`config.mk`:
```
export PLATFORM = sky130hd
export DESIGN_NAME = isolated_point_removal_3x3
export DESIGN_NICKNAME = d
export VERILOG_FILES = /design/src/rtl/core/ipr_pkg.sv /design/src/rtl/core/ipr_ram.sv /design/src/rtl/core/ipr_front.sv /design/src/rtl/core/ipr_queue.sv /design/src/rtl/core/ipr_back.sv /design/src/rtl/core/isolated_point_removal_3x3.sv
export VERILOG_INCLUDE_DIRS = /design/src /design/src/rtl/core
export SDC_FILE = /design/constraint.sdc
export NUM_CORES = 1
export LEC_CHECK = 0
export BUFFER_PORTS_ARGS = -buffer_cell sky130_fd_sc_hd__buf_2
export CORE_MARGIN = 4
export CORE_UTILIZATION = 60
export DETAILED_ROUTE_END_ITERATION = 16
export GPL_TIMING_DRIVEN = 1
export PLACE_DENSITY = 0.77
export REMOVE_ABC_BUFFERS = 1
export SYNTH_ARGS = -nofsm -noshare
export SYNTH_HDL_FRONTEND = slang
export SYNTH_SLANG_ARGS = --single-unit
```
`constraint.sdc`:
```
create_clock -name clock -period 20.7 [get_ports clock]
set_input_delay 2.07 -clock clock [delete_from_list [all_inputs] [get_ports clock]]
set_output_delay 2.07 -clock clock [all_outputs]
set_load 0.03 [all_outputs]
```
`src/rtl/core/isolated_point_removal_3x3_assert.svh`:
```
// ----------------------------------------------------------------------------
// Isolated point removal assertion macros
// Concurrent check wrappers shared by the RTL; empty in synthesis builds.
// ----------------------------------------------------------------------------
`ifndef ISOLATED_POINT_REMOVAL_3X3_ASSERT_SVH
`define ISOLATED_POINT_REMOVAL_3X3_ASSERT_SVH

`ifndef SYNTHESIS

// Check that a condition holds at every clock edge outside reset
`define IPR_ASSERT(label, clk, rst, cond, msg) \
   label: assert property (@(posedge clk) disable iff (rst) (cond)) else $error(msg);

// Check that a trigger is followed by a consequence in the next cycle
`define IPR_ASSERT_NEXT(label, clk, rst, trig, cons, msg) \
   label: assert property (@(posedge clk) disable iff (rst) (trig) |=> (cons)) \
      else $error(msg);

`else

`define IPR_ASSERT(label, clk, rst, cond, msg)
`define IPR_ASSERT_NEXT(label, clk, rst, trig, cons, msg)

`endif

`endif

```
`src/rtl/core/ipr_pkg.sv`:
```
// ----------------------------------------------------------------------------
// Isolated point removal package
// Geometry constants, register codes and the request queue entry type.
// ----------------------------------------------------------------------------
package ipr_pkg;

   // Map geometry limits
   localparam int MAX_LINE = 128;
   localparam int MAX_ROWS = 1024;
   localparam int COL_W    = $clog2(MAX_LINE);
   localparam int ROW_W    = $clog2(MAX_ROWS);

   // Register widths
   localparam int LEN_W      = 8;
   localparam int CNT_W      = 11;
   localparam int CSR_DATA_W = 11;
   localparam int CSR_IDX_W  = 2;

   // Register indexes
   localparam logic [CSR_IDX_W-1:0] CSR_ENABLE      = 2'd0;
   localparam logic [CSR_IDX_W-1:0] CSR_LINE_LENGTH = 2'd1;
   localparam logic [CSR_IDX_W-1:0] CSR_LINE_COUNT  = 2'd2;

   // Reset values
   localparam logic [LEN_W-1:0] LENGTH_RESET = 8'd128;
   localparam logic [CNT_W-1:0] COUNT_RESET  = 11'd800;

   // Line store: two bits per column (row r-2, row r-1)
   localparam int LINE_W = 2;

   // Result slots of one request
   localparam int SLOTS = 3;
   localparam int SLOT_INNER  = 0;   // point up and left, filtered
   localparam int SLOT_BORDER = 1;   // point above, right border column
   localparam int SLOT_BOTTOM = 2;   // point itself, bottom border row

   // Queue between front and back
   localparam int QDEPTH  = 4;
   localparam int QPTR_W  = $clog2(QDEPTH);
   localparam int QCNT_W  = $clog2(QDEPTH + 1);

   typedef struct packed {
      logic [ROW_W-1:0] row;
      logic [COL_W-1:0] column;
      logic [SLOTS-1:0] slot_valid;
      logic [SLOTS-1:0] slot_flag;
   } ipr_entry_type;

endpackage

```
`src/rtl/core/ipr_ram.sv`:
```
// ----------------------------------------------------------------------------
// Generic RAM
// One write port, one read port with registered data; a write and a read of
// the same address in one cycle return the new data.
// ----------------------------------------------------------------------------
module ipr_ram #(
   parameter int WIDTH = 2,
   parameter int DEPTH = 128
) (
   input  logic                     clock,
   input  logic                     wr_en,
   input  logic [$clog2(DEPTH)-1:0] wr_addr,
   input  logic [WIDTH-1:0]         wr_data,
   input  logic [$clog2(DEPTH)-1:0] rd_addr,
   output logic [WIDTH-1:0]         rd_data
);

   logic [WIDTH-1:0] mem_ff [DEPTH];
   logic [WIDTH-1:0] rd_data_ff;

   // Write the array
   always_ff @(posedge clock) begin
      if (wr_en) begin
         mem_ff[wr_addr] <= wr_data;
      end
   end

   // Register read data, forward a same-address write
   always_ff @(posedge clock) begin
      if (wr_en && (wr_addr == rd_addr)) begin
         rd_data_ff <= wr_data;
      end else begin
         rd_data_ff <= mem_ff[rd_addr];
      end
   end

   assign rd_data = rd_data_ff;

endmodule

```
`src/rtl/core/ipr_front.sv`:
```
// ----------------------------------------------------------------------------
// Isolated point removal front end
// Holds configuration and raster counters, keeps the previous two rows in a
// line store, builds the 3x3 window and classifies each request into up to
// three results that go to the queue as one entry.
// ----------------------------------------------------------------------------
`include "isolated_point_removal_3x3_assert.svh"

module ipr_front import ipr_pkg::*; (
   input  logic                  clock,
   input  logic                  reset,
   input  logic                  req_push,
   input  logic                  req_flag_in,
   output logic                  req_full,
   input  logic                  csr_valid,
   input  logic [CSR_IDX_W-1:0]  csr_index,
   input  logic [CSR_DATA_W-1:0] csr_data,
   input  logic [QCNT_W-1:0]     q_count,
   output logic                  q_push,
   output ipr_entry_type         q_entry
);

   // Configuration
   logic             enable_ff;
   logic [LEN_W-1:0] length_ff;
   logic [CNT_W-1:0] count_ff;
   logic [LEN_W-1:0] len_eff;
   logic [CNT_W-1:0] cnt_eff;

   // Raster position of the next request
   logic [ROW_W-1:0] row_ff, row_in;
   logic [COL_W-1:0] col_ff, col_in;
   logic             accept;
   logic             col_end;
   logic             row_end;
   logic             geom_write;

   // First stage, line store read in flight
   logic             s1_valid_ff;
   logic             s1_flag_ff;
   logic [ROW_W-1:0] s1_row_ff;
   logic [COL_W-1:0] s1_col_ff;
   logic [SLOTS-1:0] s1_slot_ff, s1_slot_in;
   logic             s1_inner_ff, s1_inner_in;

   // Window columns: bit 2 row r-2, bit 1 row r-1, bit 0 row r
   logic [2:0]        win_p1_ff;
   logic [2:0]        win_p2_ff;
   logic [2:0]        win_new;
   logic [LINE_W-1:0] line_rd;
   logic [LINE_W-1:0] line_wr;
   logic              center;
   logic              neighbor_any;
   logic              inner_flag;

   // Derive the clamped geometry
   always_comb begin
      if (length_ff == '0) begin
         len_eff = LEN_W'(1);
      end else if (length_ff > MAX_LINE) begin
         len_eff = LEN_W'(MAX_LINE);
      end else begin
         len_eff = length_ff;
      end
      if (count_ff == '0) begin
         cnt_eff = CNT_W'(1);
      end else if (count_ff > MAX_ROWS) begin
         cnt_eff = CNT_W'(MAX_ROWS);
      end else begin
         cnt_eff = count_ff;
      end
   end

   // Stall when the queue could not absorb the requests in flight
   assign req_full = ((QCNT_W+1)'(q_count) + (QCNT_W+1)'(s1_valid_ff)) >= QDEPTH;
   assign accept   = req_push && !req_full;

   // Classify the position of the arriving request
   assign col_end = ((LEN_W)'(col_ff) + LEN_W'(1)) == len_eff;
   assign row_end = ((CNT_W)'(row_ff) + CNT_W'(1)) == cnt_eff;

   always_comb begin
      s1_slot_in[SLOT_INNER]  = (row_ff != '0) && (col_ff != '0);
      s1_slot_in[SLOT_BORDER] = (row_ff != '0) && col_end;
      s1_slot_in[SLOT_BOTTOM] = row_end;
      s1_inner_in = (row_ff >= ROW_W'(2)) && (col_ff >= COL_W'(2));
   end

   // Advance the raster counters
   always_comb begin
      row_in = row_ff;
      col_in = col_ff;
      if (accept) begin
         if (col_end) begin
            col_in = '0;
            row_in = row_end ? '0 : row_ff + ROW_W'(1);
         end else begin
            col_in = col_ff + COL_W'(1);
         end
      end
      if (geom_write) begin
         row_in = '0;
         col_in = '0;
      end
   end

   assign geom_write = csr_valid &&
                       ((csr_index == CSR_LINE_LENGTH) || (csr_index == CSR_LINE_COUNT));

   // Write configuration registers
   always_ff @(posedge clock) begin
      if (reset) begin
         enable_ff <= 1'b0;
         length_ff <= LENGTH_RESET;
         count_ff  <= COUNT_RESET;
      end else if (csr_valid) begin
         unique case (csr_index)
            CSR_ENABLE:      enable_ff <= csr_data[0];
            CSR_LINE_LENGTH: length_ff <= csr_data[LEN_W-1:0];
            CSR_LINE_COUNT:  count_ff  <= csr_data[CNT_W-1:0];
            default: ;
         endcase
      end
   end

   // Hold counters and first stage control
   always_ff @(posedge clock) begin
      if (reset) begin
         row_ff      <= '0;
         col_ff      <= '0;
         s1_valid_ff <= 1'b0;
      end else begin
         row_ff      <= row_in;
         col_ff      <= col_in;
         s1_valid_ff <= accept;
      end
   end

   // Capture request payload for the first stage
   always_ff @(posedge clock) begin
      if (accept) begin
         s1_flag_ff  <= req_flag_in;
         s1_row_ff   <= row_ff;
         s1_col_ff   <= col_ff;
         s1_slot_ff  <= s1_slot_in;
         s1_inner_ff <= s1_inner_in;
      end
   end

   // Line store of the two previous rows, shifted down by one row per write
   assign line_wr = {line_rd[0], s1_flag_ff};

   ipr_ram #(
      .WIDTH (LINE_W),
      .DEPTH (MAX_LINE)
   ) u_line (
      .clock   (clock),
      .wr_en   (s1_valid_ff),
      .wr_addr (s1_col_ff),
      .wr_data (line_wr),
      .rd_addr (col_ff),
      .rd_data (line_rd)
   );

   // Decide the point up and left of the request
   assign win_new      = {line_rd[1], line_rd[0], s1_flag_ff};
   assign center       = win_p1_ff[1];
   assign neighbor_any = (|win_p2_ff) | win_p1_ff[2] | win_p1_ff[0] | (|win_new);
   assign inner_flag   = (center && enable_ff && s1_inner_ff) ? neighbor_any : center;

   // Shift the window by one column
   always_ff @(posedge clock) begin
      if (s1_valid_ff) begin
         win_p2_ff <= win_p1_ff;
         win_p1_ff <= win_new;
      end
   end

   // Drop requests that cause no result, push the rest
   assign q_push = s1_valid_ff && (|s1_slot_ff);

   always_comb begin
      q_entry.row                     = s1_row_ff;
      q_entry.column                  = s1_col_ff;
      q_entry.slot_valid              = s1_slot_ff;
      q_entry.slot_flag[SLOT_INNER]   = inner_flag;
      q_entry.slot_flag[SLOT_BORDER]  = win_new[1];
      q_entry.slot_flag[SLOT_BOTTOM]  = s1_flag_ff;
   end

   `IPR_ASSERT(a_col_in_line, clock, reset, (LEN_W)'(col_ff) < len_eff,
               "column counter beyond line length")
   `IPR_ASSERT(a_row_in_frame, clock, reset, (CNT_W)'(row_ff) < cnt_eff,
               "row counter beyond line count")

endmodule

```
`src/rtl/core/ipr_queue.sv`:
```
// ----------------------------------------------------------------------------
// Isolated point removal queue
// Short FIFO of classified requests between the front end and the back end.
// ----------------------------------------------------------------------------
`include "isolated_point_removal_3x3_assert.svh"

module ipr_queue import ipr_pkg::*; (
   input  logic              clock,
   input  logic              reset,
   input  logic              push,
   input  ipr_entry_type     push_entry,
   input  logic              pop,
   output ipr_entry_type     head_entry,
   output logic              empty,
   output logic [QCNT_W-1:0] count
);

   ipr_entry_type     entries_ff [QDEPTH];
   logic [QPTR_W-1:0] head_ff;
   logic [QPTR_W-1:0] tail_ff;
   logic [QCNT_W-1:0] count_ff;
   logic              do_pop;

   assign do_pop = pop && (count_ff != '0);

   // Store pushed entries
   always_ff @(posedge clock) begin
      if (push) begin
         entries_ff[tail_ff] <= push_entry;
      end
   end

   // Advance pointers and occupancy
   always_ff @(posedge clock) begin
      if (reset) begin
         head_ff  <= '0;
         tail_ff  <= '0;
         count_ff <= '0;
      end else begin
         if (push) begin
            tail_ff <= tail_ff + QPTR_W'(1);
         end
         if (do_pop) begin
            head_ff <= head_ff + QPTR_W'(1);
         end
         if (push && !do_pop) begin
            count_ff <= count_ff + QCNT_W'(1);
         end else if (do_pop && !push) begin
            count_ff <= count_ff - QCNT_W'(1);
         end
      end
   end

   assign head_entry = entries_ff[head_ff];
   assign empty      = (count_ff == '0);
   assign count      = count_ff;

   `IPR_ASSERT(a_no_overflow, clock, reset, !(push && (count_ff == QCNT_W'(QDEPTH))),
               "push into a full queue")
   `IPR_ASSERT_NEXT(a_push_shows, clock, reset, push && !do_pop, count_ff != '0,
                    "pushed entry not counted")

endmodule

```
`src/rtl/core/ipr_back.sv`:
```
// ----------------------------------------------------------------------------
// Isolated point removal back end
// Walks the result slots of the queue head, presents one result at a time
// and releases the entry after its last result is taken.
// ----------------------------------------------------------------------------
`include "isolated_point_removal_3x3_assert.svh"

module ipr_back import ipr_pkg::*; (
   input  logic             clock,
   input  logic             reset,
   input  ipr_entry_type    head_entry,
   input  logic             q_empty,
   output logic             q_pop,
   input  logic             rsp_pop,
   output logic             rsp_empty,
   output logic [ROW_W-1:0] rsp_row,
   output logic [COL_W-1:0] rsp_column,
   output logic             rsp_flag_out,
   output logic             rsp_last
);

   logic [SLOTS-1:0] done_ff, done_in;
   logic [SLOTS-1:0] pending;
   logic [SLOTS-1:0] sel;
   logic             take;

   // Pick the oldest pending slot
   assign pending = head_entry.slot_valid & ~done_ff;
   assign sel     = pending & (~pending + SLOTS'(1));
   assign rsp_last  = ((pending & ~sel) == '0);
   assign rsp_empty = q_empty;
   assign take      = rsp_pop && !q_empty;
   assign q_pop     = take && rsp_last;

   // Present the selected result
   always_comb begin
      rsp_row      = head_entry.row;
      rsp_column   = head_entry.column;
      rsp_flag_out = head_entry.slot_flag[SLOT_BOTTOM];
      case (sel)
         SLOTS'(1) << SLOT_INNER: begin
            rsp_row      = head_entry.row - ROW_W'(1);
            rsp_column   = head_entry.column - COL_W'(1);
            rsp_flag_out = head_entry.slot_flag[SLOT_INNER];
         end
         SLOTS'(1) << SLOT_BORDER: begin
            rsp_row      = head_entry.row - ROW_W'(1);
            rsp_flag_out = head_entry.slot_flag[SLOT_BORDER];
         end
         default: ;
      endcase
   end

   // Mark taken slots, clear when the entry leaves
   always_comb begin
      done_in = done_ff;
      if (take) begin
         done_in = rsp_last ? '0 : (done_ff | sel);
      end
   end

   always_ff @(posedge clock) begin
      if (reset) begin
         done_ff <= '0;
      end else begin
         done_ff <= done_in;
      end
   end

   `IPR_ASSERT(a_head_pending, clock, reset, q_empty || $onehot(sel),
               "queue head has no pending result")

endmodule

```
`src/rtl/core/isolated_point_removal_3x3.sv`:
```
// ----------------------------------------------------------------------------
// Isolated point removal, 3x3
// Streaming removal of isolated set points from a binary defect map.
// ----------------------------------------------------------------------------
// Usage:
//   Request channel (req_push/req_full): one defect flag per request in raster
//   order. A request is taken on a clock edge with req_push high and req_full
//   low. Back-to-back requests are taken one per cycle while req_full is low.
//   Result channel (rsp_empty/rsp_pop): queue-style; the oldest result sits on
//   rsp_row, rsp_column, rsp_flag_out and rsp_last while rsp_empty is low and
//   leaves on a clock edge with rsp_pop high. Each request causes zero to three
//   results; rsp_last marks the final one. One result leaves per cycle.
//   A taken request passes the front end's first stage into the queue; its
//   first result shows once its entry is the queue head. With req_full low,
//   requests flow one per cycle inside a line; a request at a line end or in
//   the last row has up to three results; the four-entry queue absorbs bursts.
//   Configuration (csr_valid/csr_ready): always ready; writes are for an idle
//   block. Writing line_length or line_count restarts the frame.
//   Reset clears counters, queue and registers (filter off, 128 x 800). When
//   the receiver stalls, the queue fills and req_full rises; nothing is lost.
// ----------------------------------------------------------------------------
module isolated_point_removal_3x3 import ipr_pkg::*; (
   input  logic                  clock,
   input  logic                  reset,
   input  logic                  req_push,
   input  logic                  req_flag_in,
   output logic                  req_full,
   output logic                  rsp_empty,
   input  logic                  rsp_pop,
   output logic [ROW_W-1:0]      rsp_row,
   output logic [COL_W-1:0]      rsp_column,
   output logic                  rsp_flag_out,
   output logic                  rsp_last,
   input  logic                  csr_valid,
   output logic                  csr_ready,
   input  logic [CSR_IDX_W-1:0]  csr_index,
   input  logic [CSR_DATA_W-1:0] csr_data
);

   ipr_entry_type     push_entry;
   ipr_entry_type     head_entry;
   logic              q_push;
   logic              q_pop;
   logic              q_empty;
   logic [QCNT_W-1:0] q_count;

   assign csr_ready = 1'b1;

   // Accept and classify requests
   ipr_front u_front (
      .clock       (clock),
      .reset       (reset),
      .req_push    (req_push),
      .req_flag_in (req_flag_in),
      .req_full    (req_full),
      .csr_valid   (csr_valid),
      .csr_index   (csr_index),
      .csr_data    (csr_data),
      .q_count     (q_count),
      .q_push      (q_push),
      .q_entry     (push_entry)
   );

   // Decouple front and back
   ipr_queue u_queue (
      .clock      (clock),
      .reset      (reset),
      .push       (q_push),
      .push_entry (push_entry),
      .pop        (q_pop),
      .head_entry (head_entry),
      .empty      (q_empty),
      .count      (q_count)
   );

   // Emit results one at a time
   ipr_back u_back (
      .clock        (clock),
      .reset        (reset),
      .head_entry   (head_entry),
      .q_empty      (q_empty),
      .q_pop        (q_pop),
      .rsp_pop      (rsp_pop),
      .rsp_empty    (rsp_empty),
      .rsp_row      (rsp_row),
      .rsp_column   (rsp_column),
      .rsp_flag_out (rsp_flag_out),
      .rsp_last     (rsp_last)
   );

endmodule
```
==> Word-level counts from Yosys, hierarchy flattened <==
Memories as Yosys holds them, arrays and structs flattened. A register that Yosys moved wholly into a read port is not among the register bits.
Index checks and enable logic that the tools add are counted.
{ "totals": {"wordCells": 107, "register_bits": 76, "mem_count": 2, "ramBits": 348} }
{ "op_classes": {"n_lt_le_gt_ge": 5, "eq_ne": 6, "bitwise": 10, "n_mux": 19, "n_reduce_logical": 36, "addsub": 12} }
{ "mem_list": {"columns": ["memory", "words", "width", "read_ports", "rd_clocked_by_memory_dff", "write_ports", "line", "source"], "rows": [
  ["u_front.u_line.mem_ff", 128, 2, 1, 1, 1, "ipr_ram.sv:18", "logic [WIDTH-1:0] mem_ff [DEPTH];"],
  ["u_queue.entries_ff", 4, 23, 1, 1, 1, "ipr_queue.sv:18", "ipr_entry_type entries_ff [QDEPTH];"]
]} }
{ "ops": {"columns": ["operator", "count"], "rows": [
  ["$ge 32x3->1 const B", 1],
  ["$mux 11", 2],
  ["$mux 10", 2],
  ["$mux 8", 2],
  ["$mux 7", 2],
  ["$logic_and 1x1->1", 13],
  ["$add 10x1->11 const B", 1],
  ["$eq 11x11->1", 1],
  ["$gt 11x11->1 const B", 1],
  ["$logic_not 11->1", 1],
  ["$add 10x1->10 const B", 1],
  ["$ge 10x2->1 const B", 1],
  ["$reduce_bool 10->1", 1],
  ["$sub 10x1->10 const B", 1],
  ["$and 3x3->3", 3],
  ["$mux 3", 3],
  ["$not 3->3", 3],
  ["$reduce_or 3->1", 3],
  ["$add 7x1->8 const B", 1],
  ["$eq 8x8->1", 1],
  ["$gt 8x8->1 const B", 1],
  ["$logic_not 8->1", 1],
  ["$reduce_and 2->1", 4],
  ["$add 7x1->7 const B", 1],
  ["23 further kinds", 37]
]} }

==> Longest topological paths before layout <==
Gate-level depths: netlist (run 1).
{ "depth": {"ltp_word": 13, "ltp_mapped": 12} }

==> Modules after synthesis <==
Synthesis (run 1) repeated with hierarchy kept, for this count alone.
{ "unflattened": {"cells_unflattened": 1213, "area_unflattened_um2": 18406.4} }
{ "by_module_without_submodules": {"columns": ["mod", "instances", "area_per_inst_um2", "cells_each"], "rows": [
  ["ipr_ram", 1, 10712.8, 616],
  ["ipr_queue", 1, 3783.6, 163],
  ["ipr_front", 1, 3392.0, 360],
  ["ipr_back", 1, 506.7, 72],
  ["isolated_point_removal_3x3", 1, 11.3, 2]
]} }

==> Worst setup path after synthesis (run 1) <==
No wires, ideal clock.
{ "synth_path": {"path_kind": "flip-flop to flip-flop", "from": "register (tool-made name)", "to": "memory u_front.u_line.mem_ff[0][1] (data pin)", "required_ns": 19.426, "path_buffers": 3, "slack_ns": 12.365, "setup_time_ns": 1.274, "period_less_slack_ns": 8.335, "path_stages_with_launch": 10, "arrival_ns": 7.061, "cell_sequence": "dfxtp_1 -> buf_4 -> buf_6 -> buf_4 -> nand3b_1 -> o22ai_1 -> a211oi_1 -> nand2_1 -> nand3_1 -> o31ai_1"} }
{ "synth_lines": {"columns": ["item", "line"], "rows": [
  ["to (decl)", "ipr_ram.sv:18"]
]} }

==> summary.md, run 1 <==
| Metric | Value |
|---|---|
| Crit Path Class | register to output pin |
| FILL cells | around 2.0k |
| Leading area contributor after synthesis | edfxtp_1 |
| Final ANT Viol Nets | 0 |
| Clk_skew | 22.46 ps |
| Vias in the first global route | roughly 11k |
| Cell mode on critical path | or3_4 |
| Cell Rows | between 60 and 70 |
| Largest cells by area after synthesis | edfxtp_1 61%, mux4_2 9.1%, dfxtp_1 6.2% |
| Top-area cell type share of the netlist area | 0.6148 |
| Total of max-cap violations | 0 |
| Fin. max-slew vios | 0 |
| Initial antenna violation count | 0 |
| CORE AREA | between 20000 and 30000 um^2 |
| Final critical-path share of the clock period | 0.2834 |
| CTS tree | built |
| Count of cell types in the netlist | a little over 70 |
| CTS root buf | clkbuf_16 |
| Post-synthesis sequential area ratio | 0.6769 |
| Register share of total power | 0.482 |
| CTS Hold Buffers Added | 0 |
| # resized after CTS | 0 |
| Synth Cell Area | ~18000 um^2 |
| RePlAce Congestion | between 0.8 and 0.9 |
| Fraction of layout cells with a size suffix above 1 | 0.1585 |
| Initial drt markers | between 1k and 1.5k |
| Number of buffers created by CTS | between 40 and 50 |
| Crit path max-delay cell type | dfxtp_1 |
| Clock Tree Buf Depth | 3 |
| RSZ-0062 raised after global routing | false |
| Dpl hpwl | about 23000 um |
| Clk slew on worst S/H paths | approximately 60 ps |
| Largest net degree at the start of global routing | 95 |
| Clock latency on the worst-skew pair | approximately 550 ps |
| CP arrival | around 3800 ps |
| Maximum VDD drop | between 0.05 and 0.06 mV |
| Max-slew headroom | 0.1358 |
| Total die area | 33470 um^2 |
| Fin Setup TNS | 0 ps |
| Net Sw Frac | 0.2653 |
| Non-Filler Instances | approximately 1.7k |
| Number of vias per cell | between 6 and 7 |
| Power Density | 107.8 nW/um^2 |
| Cell Int Power | 1.606 mW |
| Placed Instances | roughly 1.6k |
| 1st-pass router iterations | 8 |
| Synth Warn # | 0 |
| Die Y-Extent | 183.0 um |
| Worst-Margin Slew | between 1000 and 1500 ps |
| WP data required | between 15000 and 20000 ps |
| Synth-to-Final Area Change | 10.42% |
| Prevailing post-synth register cell | edfxtp_1 |
| Worst setup EP type | output pin |
| Crit start category | register |
| Post-CTS Setup Inserts | 0 |
| Syn avg cell area | roughly 15 um^2 |
| Clock power frac | 0.364 |
| FF/Latch Area | 12440 um^2 |
| Comb pwr share | 0.154 |
| IO buf count | 39 |
| Minimum clock period | 5866 ps |
| WL final | 37980 um |
| Switching power | between 0.5 and 0.6 mW |
| Fin nets | 1309 |
| Multi-input logic area | 5533 um^2 |
| First-pass GRT wire length | 60200 um |
| Max stage delay on crit path | approximately 1100 ps |
| Pleak | 6.394 nW |
| Critical Path Fanout Max | 23 |
| GRT Total Usage | 0.2281 |
| Mapped Cells | 1246 |
| DRC viols | 0 |
| Vias | between 10k and 15k |
| Status | finished, final reports clean |
| Min-delay worst type | register to register |
| Top Ports | 41 |
| Clock tree sinks | between 400 and 500 |
| Starting density of the core | 0.6132 |
| WL/cell | 22.40 um |
| Crit-path cells | mux4_2 > inv_1 > ha_1 > nand2_2 > or3_4 > or3_4 > nor3_2 > xor2_1 > buf_2 |
| Post-synth EDFFs | 376 |
| H-tree depth | 2 |
| Tot Pwr | 2.185 mW |
| Final Setup Violations | 0 |
| Die Wd | approximately 180 um |
| Register bit total from synthesis | about 430 |
| Highest clock rate | approximately 0.17 GHz |
| Final count of hold timing violations | 0 |
| Global route overflow | 0 |
| Asr flop ratio synth | 0 |
| Antenna Cells | 0 |
[power groups by stage]
| stage | Clock, mW | Combinational, mW | Sequential (mW) |
|---|---|---|---|
| final | 0.796 | 0.337 | 1.05 |
| after global routing | 0.843 | 0.365 | 1.06 |
| after CTS | 0.804 | 0.339 | 1.05 |
| after detailed placement | 0 | 0.335 | 1.07 |
| after global placement | 0 | 0.330 | 1.07 |
| after floorplan | 0 | 0.226 | 1.08 |
[per-layer routing]
layer | up-vias | track usage | routed length (um)
li1 | 4849 | - | -
met2 | 533 | 0.3528 | 17890
met1 | 5328 | 0.3461 | 16060
met4 | 0 | 0.05274 | 730
met5 | - | 0 | 0
met3 | 71 | 0.04205 | 3311
[through the flow]
step	setup slack, ps	instance area, um^2	util	hold slack, ps
6_report	14830	20280	0.6770	455.0
3_3_place_gp	15480	18820	0.6283	431.3
2_1_floorplan	10580	18050	-	417.5
4_1_cts	14770	20280	0.6770	455.5
5_1_grt	14640	20280	0.6770	471.5
3_5_place_dp	15410	18820	0.6283	446.1
[kinds of logic after synthesis]
group | after synthesis | synth area share
multiplexers | 111 | 0.1111
adder cells (fa/ha/maj) | 17 | 0.01199
AND/OR/NAND/NOR | 397 | 0.1012
buffers and inverters | 92 | 0.02262
AO/OA/AOI/OAI | 161 | 0.05900
other | 1 | 0.0002042
flip-flops | 433 | 0.6769
XOR/XNOR | 34 | 0.01696
[worst paths after layout]
path	start	end	slack [ps]	depth (start not counted)
hold / removal	u_back.done_ff[2]	u_back.done_ff[2]	460	2
hold reg to reg	u_back.done_ff[2]	u_back.done_ff[2]	460	2
setup / recovery	register	rsp_row[8]	14830	9
setup reg to reg	register	u_queue.entries_ff[0][0]	16540	8
[worst max-delay path, delay by kind of cell (launching register included)]
family	cells	cell delay [ps]
buffers and inverters	2	330
XOR/XNOR	1	160
adder cells (fa/ha/maj)	1	160
flip-flops	1	1070
multiplexers	1	430
AND/OR/NAND/NOR	4	1100
[flip-flops by register name, indices dropped and copies added (netlist names), 3 cells and up, named ones only]
register,flops
u_front.s1_slot_ff,3
u_front.row_ff,10
u_front.win_p2_ff,3
u_back.done_ff,3
u_front.s1_col_ff,7
u_front.count_ff,11
u_front.u_line.mem_ff,256
u_front.s1_row_ff,10
u_front.length_ff,8
u_front.col_ff,7
u_front.win_p1_ff,3
u_queue.entries_ff,92
u_queue.count,3
[synth_stat cells (all sizes together) (22+ instances only)]
| master | count |
|---|---|
| nand2 | 84 |
| xnor2 | 22 |
| buf | 30 |
| mux2i | 34 |
| clkbuf | 36 |
| a21oi | 48 |
| inv | 24 |
| edfxtp | 376 |
| nand3 | 46 |
| dfxtp | 57 |
| nor2 | 158 |
| mux4 | 74 |
[placed cells by master (no fill, tap or decap), types with 4 or more instances in the layout]
master	instances
a211oi_1	8
a21oi_1	48
a22oi_1	12
a31oi_1	7
and2_1	8
and3_1	6
and4_1	5
buf_2	39
buf_4	9
bufinv_16	6
clkbuf_1	8
clkbuf_16	43
clkinv_1	5
clkinv_2	7
clkinvlp_4	4
dfxtp_1	55
edfxtp_1	376
ha_1	16
inv_1	24
mux2i_1	34
mux4_2	74
nand2_1	83
nand2b_1	8
nand3_1	46
nand3b_1	4
nand4_1	12
nor2_1	158
nor2b_1	14
nor3_1	17
nor4_1	6
o2111ai_1	11
o211ai_1	14
o21ai_0	11
o22ai_1	18
or3_1	12
xnor2_1	22
xor2_1	11
[area by class of cell]
cell class,count,area share
clock buffers,54,0.05658
repair buffers,48,0.01296
well taps,390,0.02406
flip-flops and latches,433,0.6134
clock inverters,24,0.01536
multi-input cells,721,0.2728
inverters,26,0.004812
Power figures use the tool's default switching activity.
==> inputs of run 2 (changes only) <==
- clock period: 20.7 -> 5.96 ns (I/O delays scaled with it)
==> run 2 against run 1 <==
  * Critical path depth is 1 higher
  * Power grew to 3.4 times the previous value
  * Combinational power increased to 3.4 times the previous value
  * Largest cell class unchanged
  * Die area unchanged
  * Worst hold slack worse by 200 ps
  * Sequential share of layout area increased by 0.17 points
  * Non-clock buffer count up 2
  * Via count grew 1.5%
  * Clock skew up 3.4 ps
  * Flip-flop and latch count is the same
  * Final cell count increased by 0.12%
  * Count of clock-buffer cells in the layout did not move
==> summary.md, run 2 (same netlist as run 1, synthesis figures left out) <==
| Metric | Value |
|---|---|
| Min-delay worst type | primary input to register |
| Crit Path Class | register to output pin |
| Most frequent cells in the layout | 376 x edfxtp_1, 158 x nor2_1, 83 x nand2_1 |
| Crit-path cells | buf_4 > mux2i_1 > mux2_2 > ha_1 > nand2_2 > or3_4 > or3_4 > nor3_2 > xor2_1 > buf_2 |
| Clock tree sinks | approximately 430 |
| Die Y-Extent | roughly 180 um |
| Critical Path Fanout Max | 13 |
| First-pass GRT wire length | around 61000 um |
| RePlAce Congestion | between 0.8 and 0.9 |
| Area after DPL | around 19000 um^2 |
| Die Wd | approximately 180 um |
| Number of vias per cell | between 6 and 7 |
| Clock latency on the worst-skew pair | 550 ps |
| Synth-to-Final Area Change | 10.12% |
| Global route overflow | 0 |
| Clk_skew | around 26 ps |
| WP buf/inv | 2 |
| Cell mode on critical path | or3_4 |
| H-tree depth | 2 |
| Power Density | around 370 nW/um^2 |
| Clock Tree Buf Depth | 3 |
| CORE AREA | 29950 um^2 |
| Status | finished, final reports clean |
| Multi-input logic area | 5533 um^2 |
| Fin nets | ~1.3k |
| Crit start category | register |
| FF/Latch Area | 12440 um^2 |
| Most common cell after layout, fill and taps aside | edfxtp_1 |
| Vias | roughly 11k |
| Fin Setup TNS | 0 ps |
| Maximum VDD drop | 0.1970 mV |
| Max-slew headroom | 0.1937 |
| Minimum clock period | 4418 ps |
| Largest net degree at the start of global routing | approximately 120 |
| CTS Hold Buffers Added | 0 |
| Max stage delay on crit path | 870 ps |
| Initial drt markers | 1210 |
| Top Ports | between 40 and 50 |
| Max reg flops | around 260 |
| IO buf count | 39 |
| Final count of hold timing violations | 0 |
| Antenna Cells | 0 |
| Clk slew on worst S/H paths | about 60 ps |
| CP arrival | 3820 ps |
| FILL cells | about 2.0k |
| Dpl hpwl | about 23000 um |
| RSZ-0062 raised after global routing | false |
| WL/cell | between 20 and 25 um |
| Top reg by flops | u_front.u_line.mem_ff |
| Total die area | roughly 33000 um^2 |
| Starting density of the core | 0.6132 |
| Post-route design area | approximately 20000 um^2 |
| # resized after CTS | 0 |
| Crit path max-delay cell type | dfxtp_1 |
| Number of buffers created by CTS | 42 |
| Final Core Density | 0.6752 |
| 1st-pass router iterations | 6 |
| Post-CTS Setup Inserts | 0 |
| Final Setup Violations | 0 |
| Initial antenna violation count | 0 |
| Final ANT Viol Nets | 0 |
| CTS tree | built |
| Worst setup EP type | output pin |
| Cell Rows | 63 |
| Worst-Margin Slew | approximately 1200 ps |
| Crit path max-delay family | simple AND/OR/NAND/NOR gates |
| Fin. max-slew vios | 0 |
| Pleak | roughly 6.4 nW |
| GRT Total Usage | 0.2324 |
| Final critical-path share of the clock period | 0.7413 |
| WL final | between 30000 and 40000 um |
| Largest registers | u_front.u_line.mem_ff (256), u_queue.entries_ff (92), u_front.count_ff (11) |
| Total of max-cap violations | 0 |
| CTS root buf | clkbuf_16 |
| Highest clock rate | between 0.2 and 0.25 GHz |
| Vias in the first global route | 10.82k |
| Fraction of layout cells with a size suffix above 1 | 0.1560 |
| HP Start | req_flag_in |
| WP data required | 5360 ps |
| DRC viols | 0 |
-- run 2: per-layer routing --
metal  GRT usage  vias to the layer above  part of all wire
met5           0                        -                 0
met4     0.06347                        0             0.023
met3     0.05355                       82              0.11
met2      0.3420                      625              0.46
met1      0.3564                     5381              0.41
li1            -                     4852                 -
-- run 2: power breakdown --
group          switching [mW]  internal [mW]
sequential              0.189           3.52
clock                    1.12           1.53
combinational           0.721          0.421
-- run 2: worst paths after layout --
check,endpoint,slack (ps),cells after the start
setup / recovery,rsp_row[8],1540,10
hold / removal,u_front.s1_flag_ff,250,1
setup reg to reg,u_queue.count[2],2180,11
hold reg to reg,u_front.win_p2_ff[0],450,0
-- run 2: final cells by class --
class	instances	share of cell area
Timing Repair Buffer	50	0.01373
Multi-Input combinational cell	721	0.2736
Inverter	26	0.004826
Clock buffer	54	0.05574
Tap cell	390	0.02413
Sequential cell	433	0.6151
Clock inverter	24	0.01293
-- run 2: metrics by stage --
step	power [mW]	std cells	worst slack [ps]	hold WS [ps]
finish	7.498	1698	1542	250.4
global route	7.777	1698	1198	246.8
CTS	7.526	1698	1414	247.3
detailed placement	4.894	1620	2048	436.9
global placement	4.859	1620	2125	433.4
floorplan	4.539	1180	-4162	417.5
==> inputs of run 3 (changes only) <==
- CORE_UTILIZATION: 60 -> 56
- PLACE_DENSITY: 0.77 -> 0.75
- clock period: 5.96 -> 3.7 ns (I/O delays scaled with it)
==> run 3 against run 2 <==
  * Wire length increased by 0.75%
  * Worst setup slack got worse by 1400 ps
  * Non-clock buffer count grew 17
  * Power rose by 65%
  * Final area grew 1.8%
  * Register-to-register slack got worse by 1700 ps
  * Worst hold slack worse by 230 ps
  * Combinational power increased by 72%
  * Final cell count is 4.1% higher
  * Clock power rose by 71%
  * Clock skew is 2.5 ps lower
  * Critical endpoint unchanged
==> summary.md, run 3 (same netlist as run 1, synthesis figures left out) <==
| Metric | Value |
|---|---|
| Antenna Cells | 0 |
| Final Setup Violations | 0 |
| Multi-input logic area | roughly 5500 um^2 |
| Crit path max-delay family | simple AND/OR/NAND/NOR gates |
| Final ANT Viol Nets | 0 |
| Total of max-cap violations | 0 |
| Cell mode on critical path | or3_4 |
| RePlAce Congestion | 0.8737 |
| Critical Path Fanout Max | 2 |
| Top Ports | between 40 and 50 |
| Starting density of the core | 0.5659 |
| Fin nets | approximately 1.3k |
| Maximum VDD drop | around 0.34 mV |
| Max stage delay on crit path | 500 ps |
| Crit path max-delay cell type | mux4_2 |
| WP buf/inv | 2 |
| CTS root buf | clkbuf_16 |
| Clock tree sinks | around 430 |
| Fin. max-slew vios | 0 |
| RSZ-0062 raised after global routing | false |
| Global route overflow | 0 |
| CORE AREA | 32450 um^2 |
| 1st-pass router iterations | 7 |
| Pleak | around 6.5 nW |
| Fraction of layout cells with a size suffix above 1 | 0.1727 |
| Final count of hold timing violations | 0 |
| Number of buffers created by CTS | between 40 and 50 |
| WP data required | about 3300 ps |
| FILL cells | roughly 2.3k |
| Highest clock rate | ~0.28 GHz |
| Min-delay worst type | primary input to register |
| Clk_skew | 23.31 ps |
| Dpl hpwl | roughly 24000 um |
| Number of vias per cell | approximately 6.2 |
| Die Wd | 189.1 um |
| FF/Latch Area | ~12000 um^2 |
| Minimum clock period | between 3000 and 4000 ps |
| Cell Rows | between 60 and 70 |
| Most frequent cells in the layout | 376 x edfxtp_1, 158 x nor2_1, 83 x nand2_1 |
| Largest registers | u_front.u_line.mem_ff (256), u_queue.entries_ff (92), u_front.count_ff (11) |
| Top reg by flops | u_front.u_line.mem_ff |
| Area after DPL | ~19000 um^2 |
| Worst-Margin Slew | 1183 ps |
| Crit-path cells | mux4_2 > inv_1 > ha_1 > nand2_2 > or3_4 > or3_4 > nor3_2 > xor2_1 > buf_4 |
| Crit start category | register |
| Total die area | approximately 36000 um^2 |
| Most common cell after layout, fill and taps aside | edfxtp_1 |
| Max reg flops | 256 |
| WL final | ~40000 um |
| Status | finished, final reports clean |
| WL/cell | ~22 um |
| CTS tree | built |
| Clk slew on worst S/H paths | 70 ps |
| Vias | ~11k |
| Initial drt markers | 1064 |
| Max-slew headroom | 0.2058 |
| GRT Total Usage | 0.2176 |
| Worst setup EP type | output pin |
| Final critical-path share of the clock period | 0.9563 |
| Vias in the first global route | between 10k and 15k |
| CP arrival | about 3200 ps |
| Synth-to-Final Area Change | 12.12% |
| Clock latency on the worst-skew pair | around 560 ps |
| Die Y-Extent | around 190 um |
| Initial antenna violation count | 1 |
| DRC viols | 0 |
| Crit Path Class | register to output pin |
| Largest net degree at the start of global routing | 135 |
| Post-route design area | about 20000 um^2 |
| First-pass GRT wire length | between 60000 and 70000 um |
| IO buf count | 39 |
| Power Density | about 600 nW/um^2 |
| Fin Setup TNS | 0 ps |
| Clock Tree Buf Depth | 3 |
| H-tree depth | 2 |
==> run 3: cell count changes in the layout (fill, tap and decap cells not counted), moves of 2 or more <==
cell        previous run  this run
clkbuf_8               1         6
clkbuf_1              10         4
buf_2                 39        37
dfxtp_1               55        53
bufinv_16              4         6
inv_16                 0         2
inv_8                  2         0
clkinvlp_4             1         4
buf_12                 0         4
buf_4                 11        24
clkinv_8               2         0
==> run 3: cell type report <==
type / count / share of cell area
inverters: 26 / 0.004739
repair buffers: 67 / 0.02266
clock inverters: 26 / 0.01574
multi-input cells: 721 / 0.2687
clock buffers: 53 / 0.05699
well taps: 442 / 0.02686
flip-flops and latches: 433 / 0.6043
==> run 3: worst paths after layout <==
| check | startpoint | to | slack [ps] | cells past startpoint |
|---|---|---|---|---|
| worst max-delay path | u_queue.entries_ff[3][13] | rsp_row[8] | 160 | 9 |
| worst min-delay path | csr_data[9] | u_front.count_ff[9] | 20 | 3 |
| worst max register to register | register | u_front.u_line.mem_ff[24][1] | 440 | 6 |
| worst min register to register | u_back.done_ff[2] | u_back.done_ff[2] | 460 | 2 |
==> run 3: worst register-to-register path, cell delays in order (launching register included) <==
cell and delay [ps]:
dfxtp_1 550, nor2b_1 740, a22oi_1 220, nand2_1 140, nand3_1 130, o31ai_4 800, buf_12 410
==> run 3: per-stage QoR <==
step	instances	util	setup slack (ps)	power, mW	hold WS (ps)
6_report	1768	0.6345	161.7	12.37	22.00
4_1_cts	1767	0.6340	33.35	12.45	6.898
3_3_place_gp	1687	0.5874	541.0	7.890	433.1
3_5_place_dp	1687	0.5874	475.4	7.938	437.6
5_1_grt	1768	0.6345	23.69	12.84	13.13
2_1_floorplan	1180	-	-6422	7.312	417.5
==> run 3: repair_timing <==
action	in CTS	in global routing
pin swaps	0	1
endpoints found under the setup margin	3	2
hold buffers	1	0
gates resized for setup	3	5
hold endpoints to repair	1	0
buffers inserted	0	1
==> run 3: power breakdown <==
| group | switching (mW) | leakage [nW] | internal [mW] | total, mW |
|---|---|---|---|---|
| clock network | 1.82 | 0.724 | 2.70 | 4.52 |
| registers | 0.227 | 3.88 | 5.66 | 5.89 |
| logic | 1.24 | 1.92 | 0.727 | 1.96 |
==> run 3: layer usage <==
metal	up-vias	global-route usage	part of all wire
met4	2	0.06082	0.023
met1	5495	0.3294	0.43
met3	77	0.03042	0.075
li1	4909	-	-
met2	464	0.3375	0.47
met5	-	0	0.00018
